## config.mk

```make
export PLATFORM = sky130hd
export DESIGN_NAME = oht_ctrl
export DESIGN_NICKNAME = d
export VERILOG_FILES = /design/src/rtl/oht_pkg.sv /design/src/rtl/oht_ctrl.sv
export SDC_FILE = /design/constraint.sdc
export NUM_CORES = 1
export LEC_CHECK = 0
export BUFFER_PORTS_ARGS = -buffer_cell sky130_fd_sc_hd__buf_2
export CAP_MARGIN = 20
export CORE_AREA = 2 2 39 41
export CTS_CLUSTER_DIAMETER = 120
export DETAILED_ROUTE_END_ITERATION = 6
export DIE_AREA = 0 0 41 43
export GPL_ROUTABILITY_DRIVEN = 0
export SYNTH_ARGS = -nofsm -noshare
export SYNTH_HDL_FRONTEND = slang
export SYNTH_SLANG_ARGS = --single-unit
```

## constraint.sdc

```tcl
create_clock -name clk -period 1.2 [get_ports clk]
set_input_delay 0.12 -clock clk [delete_from_list [all_inputs] [get_ports clk]]
set_output_delay 0.12 -clock clk [all_outputs]
set_load 0.05 [all_outputs]
```

## src/rtl/oht_pkg.sv

```systemverilog
package oht_pkg;

	localparam int KEY_W       = 31;
	localparam int STAT_W      = 8;
	localparam int REC_W       = 32;
	localparam int OCC_W       = 11;
	// home slot takes a reciprocal multiply and then a back-multiply
	localparam int HASH_STEPS  = 2;
	localparam int HSTEP_W     = $clog2(HASH_STEPS);

	typedef enum logic [1:0] {
		OP_INSERT     = 2'd0,
		OP_REMOVE     = 2'd1,
		OP_LOOKUP     = 2'd2,
		OP_SET_STATUS = 2'd3
	} oht_op_t;

	typedef struct packed {
		oht_op_t             opcode;
		logic [KEY_W-1:0]    key;
		logic [STAT_W-1:0]   new_status;
		logic [REC_W-1:0]    record_ref;
	} oht_req_t;

	typedef struct packed {
		logic                ok;
		logic [STAT_W-1:0]   status_out;
		logic [REC_W-1:0]    record_out;
		logic [OCC_W-1:0]    occupancy;
	} oht_rsp_t;

	typedef enum logic [2:0] {
		ST_CLEAR,
		ST_IDLE,
		ST_HASH,
		ST_PROBE,
		ST_UPDATE,
		ST_DONE
	} oht_state_t;

	typedef struct packed {
		logic clear_en;
		logic accept;
		logic hash_en;
		logic probe;
		logic upd_en;
		logic load;
	} oht_cmd_t;

	typedef struct packed {
		logic clear_last;
		logic hash_last;
		logic reject;
		logic hit;
		logic miss;
	} oht_stat_t;

endpackage

```

## src/rtl/oht_ctrl.sv

```systemverilog
module oht_ctrl (
	input  logic              clk,
	input  logic              arst_n,
	input  logic              req_valid,
	output logic              req_ready,
	output logic              rsp_valid,
	input  logic              rsp_ready,
	input  oht_pkg::oht_stat_t stat,
	output oht_pkg::oht_cmd_t  cmd
);
	import oht_pkg::*;

	oht_state_t state_q, state_next;
	logic       out_valid_q;
	logic       slot_free;

	assign slot_free = !out_valid_q || rsp_ready;

	// next state
	always_comb begin
		state_next = state_q;
		unique case (state_q)
			ST_CLEAR: begin
				if (stat.clear_last) state_next = ST_IDLE;
			end
			ST_IDLE: begin
				if (req_valid) state_next = ST_HASH;
			end
			ST_HASH: begin
				if (stat.hash_last) state_next = stat.reject ? ST_DONE : ST_PROBE;
			end
			ST_PROBE: begin
				if (stat.hit) state_next = ST_UPDATE;
				else if (stat.miss) state_next = ST_DONE;
			end
			ST_UPDATE: begin
				state_next = ST_DONE;
			end
			ST_DONE: begin
				if (slot_free) state_next = ST_IDLE;
			end
			default: state_next = ST_CLEAR;
		endcase
	end

	// outputs
	always_comb begin
		cmd       = '0;
		req_ready = 1'b0;
		unique case (state_q)
			ST_CLEAR:  cmd.clear_en = 1'b1;
			ST_IDLE: begin
				req_ready  = 1'b1;
				cmd.accept = req_valid;
			end
			ST_HASH:   cmd.hash_en = 1'b1;
			ST_PROBE:  cmd.probe = 1'b1;
			ST_UPDATE: cmd.upd_en = 1'b1;
			ST_DONE:   cmd.load = slot_free;
			default:   cmd = '0;
		endcase
	end

	always_ff @(posedge clk or negedge arst_n) begin
		if (!arst_n) begin
			state_q     <= ST_CLEAR;
			out_valid_q <= 1'b0;
		end else begin
			state_q <= state_next;
			if (cmd.load) out_valid_q <= 1'b1;
			else if (rsp_ready) out_valid_q <= 1'b0;
		end
	end

	assign rsp_valid = out_valid_q;

`ifndef NO_ASSERTIONS
	a_update_after_probe: assert property (@(posedge clk) disable iff (!arst_n)
		state_q == ST_UPDATE |-> $past(state_q) == ST_PROBE)
		else $error("update without a preceding probe hit");
	a_probe_entry: assert property (@(posedge clk) disable iff (!arst_n)
		state_q == ST_PROBE |-> ($past(state_q) == ST_HASH || $past(state_q) == ST_PROBE))
		else $error("probe entered from wrong state");
	a_rsp_from_done: assert property (@(posedge clk) disable iff (!arst_n)
		$rose(out_valid_q) |-> $past(state_q) == ST_DONE)
		else $error("response raised outside done");
`endif
endmodule

```

==> results.tsv <==
metric	value	unit
clock slew at reported path FFs	0.04	ns
DRT iter0 DRCs	0	
CP startpoint kind	flop	
reg-to-reg setup timing slack	0.08	ns
Critical Path Source	state_q[1]	
sequential fraction of the synthesis area	35.7	%
failing checks	negative setup slack	
crit path max fanout	4	
initial antenna violation count	0	
Root Buffer	clkbuf_4	
Initial Utilization	20.3	%
Worst R2R Start	state_q[2]	
most common cell after layout, fill and taps aside	buf_2	
DP HPWL	548	um
Post-Syn Instances	32	
Worst path slowest cell	dfrtp_1	
syn_nets	41	
Final nets	70	
Routed WL	862	um
CTS Buffer Depth	2	
pin count of the biggest net entering global routing	8	
num ports	17	
crit-path cells	and2b_4, and3_4, buf_8	
setup tns final	-0.710	ns
die width	41	um
fraction of layout cells with a size suffix above 1	64.4	%
vias in the first global route	363	
area after detailed placement	428	um2
die area	0.00176	mm2
Avg Inst Size Synth	8.76	um2
GRT Residual Overflow	0	
hold crit path type	in -> reg	
final hold viol count	0	
Core Rows	14	
area of the core	0.00138	mm2
commonest non-fill, non-tap cells in the layout	buf_2 (9), buf_4 (8), buf_6 (6), dfrtp_1 (4)	
status	complete, but fails checks	
Die Ht	43	um
TritonCTS buffer count	3	
#FFs+latches synth	4	
yosys warns	0	
minimum clock period	1.36	ns
fmax	736	MHz
total track usage	11.1	%
Worst-Skew Late Latency	0.23	ns
TritonCTS clock tree	built	
Max Cap Viol	0	
Mapped Area	280	um2
HP Start	rsp_ready	
drt pass-1 iters	1	
Critical Path End Type	primary output	
Area Growth Syn to Fin	98.7	%
Final WS setup	-0.159	ns
CP max stage delay	0.39	ns
critical path class	reg -> out	
Setup violations, final	7	
Setup Skew	0.00140	ns
Arr. time, crit path	1.24	ns
via/cell ratio	4.39	
WL per Instance	11.5	um
unrepaired setup endpoints after global routing	true	
Final period util	113	%
first-pass GRT wire length	1300	um
port bufs	16	
fin area	557	um2
CTS Sinks	4	
Least-Margin Pin Slew	0.247	ns
Synth cell types	20	
Critical Path RT	1.08	ns
Slew Limit Fails	0	
Rel. slew slack	83.7	%
vias	329	
Antenna Nets Post-Route	0	
CTS H-tree lvls	1	
# diodes	0	
post-route DRC violation count	0	
## worst paths after layout
path	depth (start not counted)	to
setup / recovery	3	cmd[4]
hold / removal	3	rsp_valid
setup reg to reg	3	state_q[0]
hold reg to reg	2	rsp_valid
max in group asynchronous	2	state_q[2]
min in group asynchronous	2	state_q[0]
## cells by family (layout without fill, tap and decap cells)
kind of cell / Yosys count / after routing / share of synthesized area, %
DFF: 4 / 4 / 35.7
and+or+nand+nor: 17 / 17 / 34.8
buffers and inverters: 3 / 30 / 7.14
AOI/OAI and AO/OA: 8 / 8 / 22.3
## synthesized netlist by cell type, drive strengths merged
cell type,number,area share (%)
nand2b,3,6.7
buf,2,5.8
o21bai,1,2.7
o21ai,1,1.8
nor2,2,2.7
or3,1,2.2
and2,1,2.2
inv,1,1.3
nand2,4,5.4
and3,3,8.5
nor3,2,3.6
a21oi,3,6.7
and2b,1,3.6
a211oi,1,2.7
a221oi,1,5.4
dfrtp,4,36
a31o,1,3.1
## flip-flops by register name, summed over array words and instances, names as in the netlist
name,count
state_q,3
rsp_valid,1
## cell type report
cell class                 count  area (um2)
clock buffer                   3        22.5
fill                         145         827
inverter                       1        3.75
multi-input combinational     25         198
sequential                     4         100
tap                           16        20.0
timing repair buffer          26         213
## critical path: cells and delay by family (launching register included)
family / cells / cell delay, ns
AND/OR/NAND/NOR: 2 / 0.47
flip-flops: 1 / 0.39
buffers and inverters: 1 / 0.14
## stage by stage
step | instances | utilization [%] | setup slack, ns | hold WS, ns
3_5_place_dp | 68 | 30.9 | 0.00779 | -0.0722
2_1_floorplan | 32 | - | -0.109 | -0.176
3_3_place_gp | 68 | 30.9 | 0.0201 | -0.0719
4_1_cts | 74 | 38.2 | -0.152 | 0.186
5_1_grt | 75 | 40.2 | -0.201 | 0.215
6_report | 75 | 40.2 | -0.159 | 0.207
## repair_timing
action / in CTS / in global routing
hold buffers: 1 / 0
endpoints found under the setup margin: 7 / 7
hold endpoints to repair: 4 / 0
pin swaps: 3 / 1
buffers inserted: 2 / 1
gates resized for setup: 18 / 4
## routing by layer
metal / vias up / track usage [%] / part of all wire (%)
met5: - / 0 / 0
met4: 0 / 8.67 / 0
met3: 0 / 5.24 / 5.0
met2: 8 / 16.3 / 60
met1: 155 / 11.3 / 35
li1: 166 / - / -
Power is not shown: default switching activity piles up to over one toggle a cycle in this logic, so the estimate is an artifact.
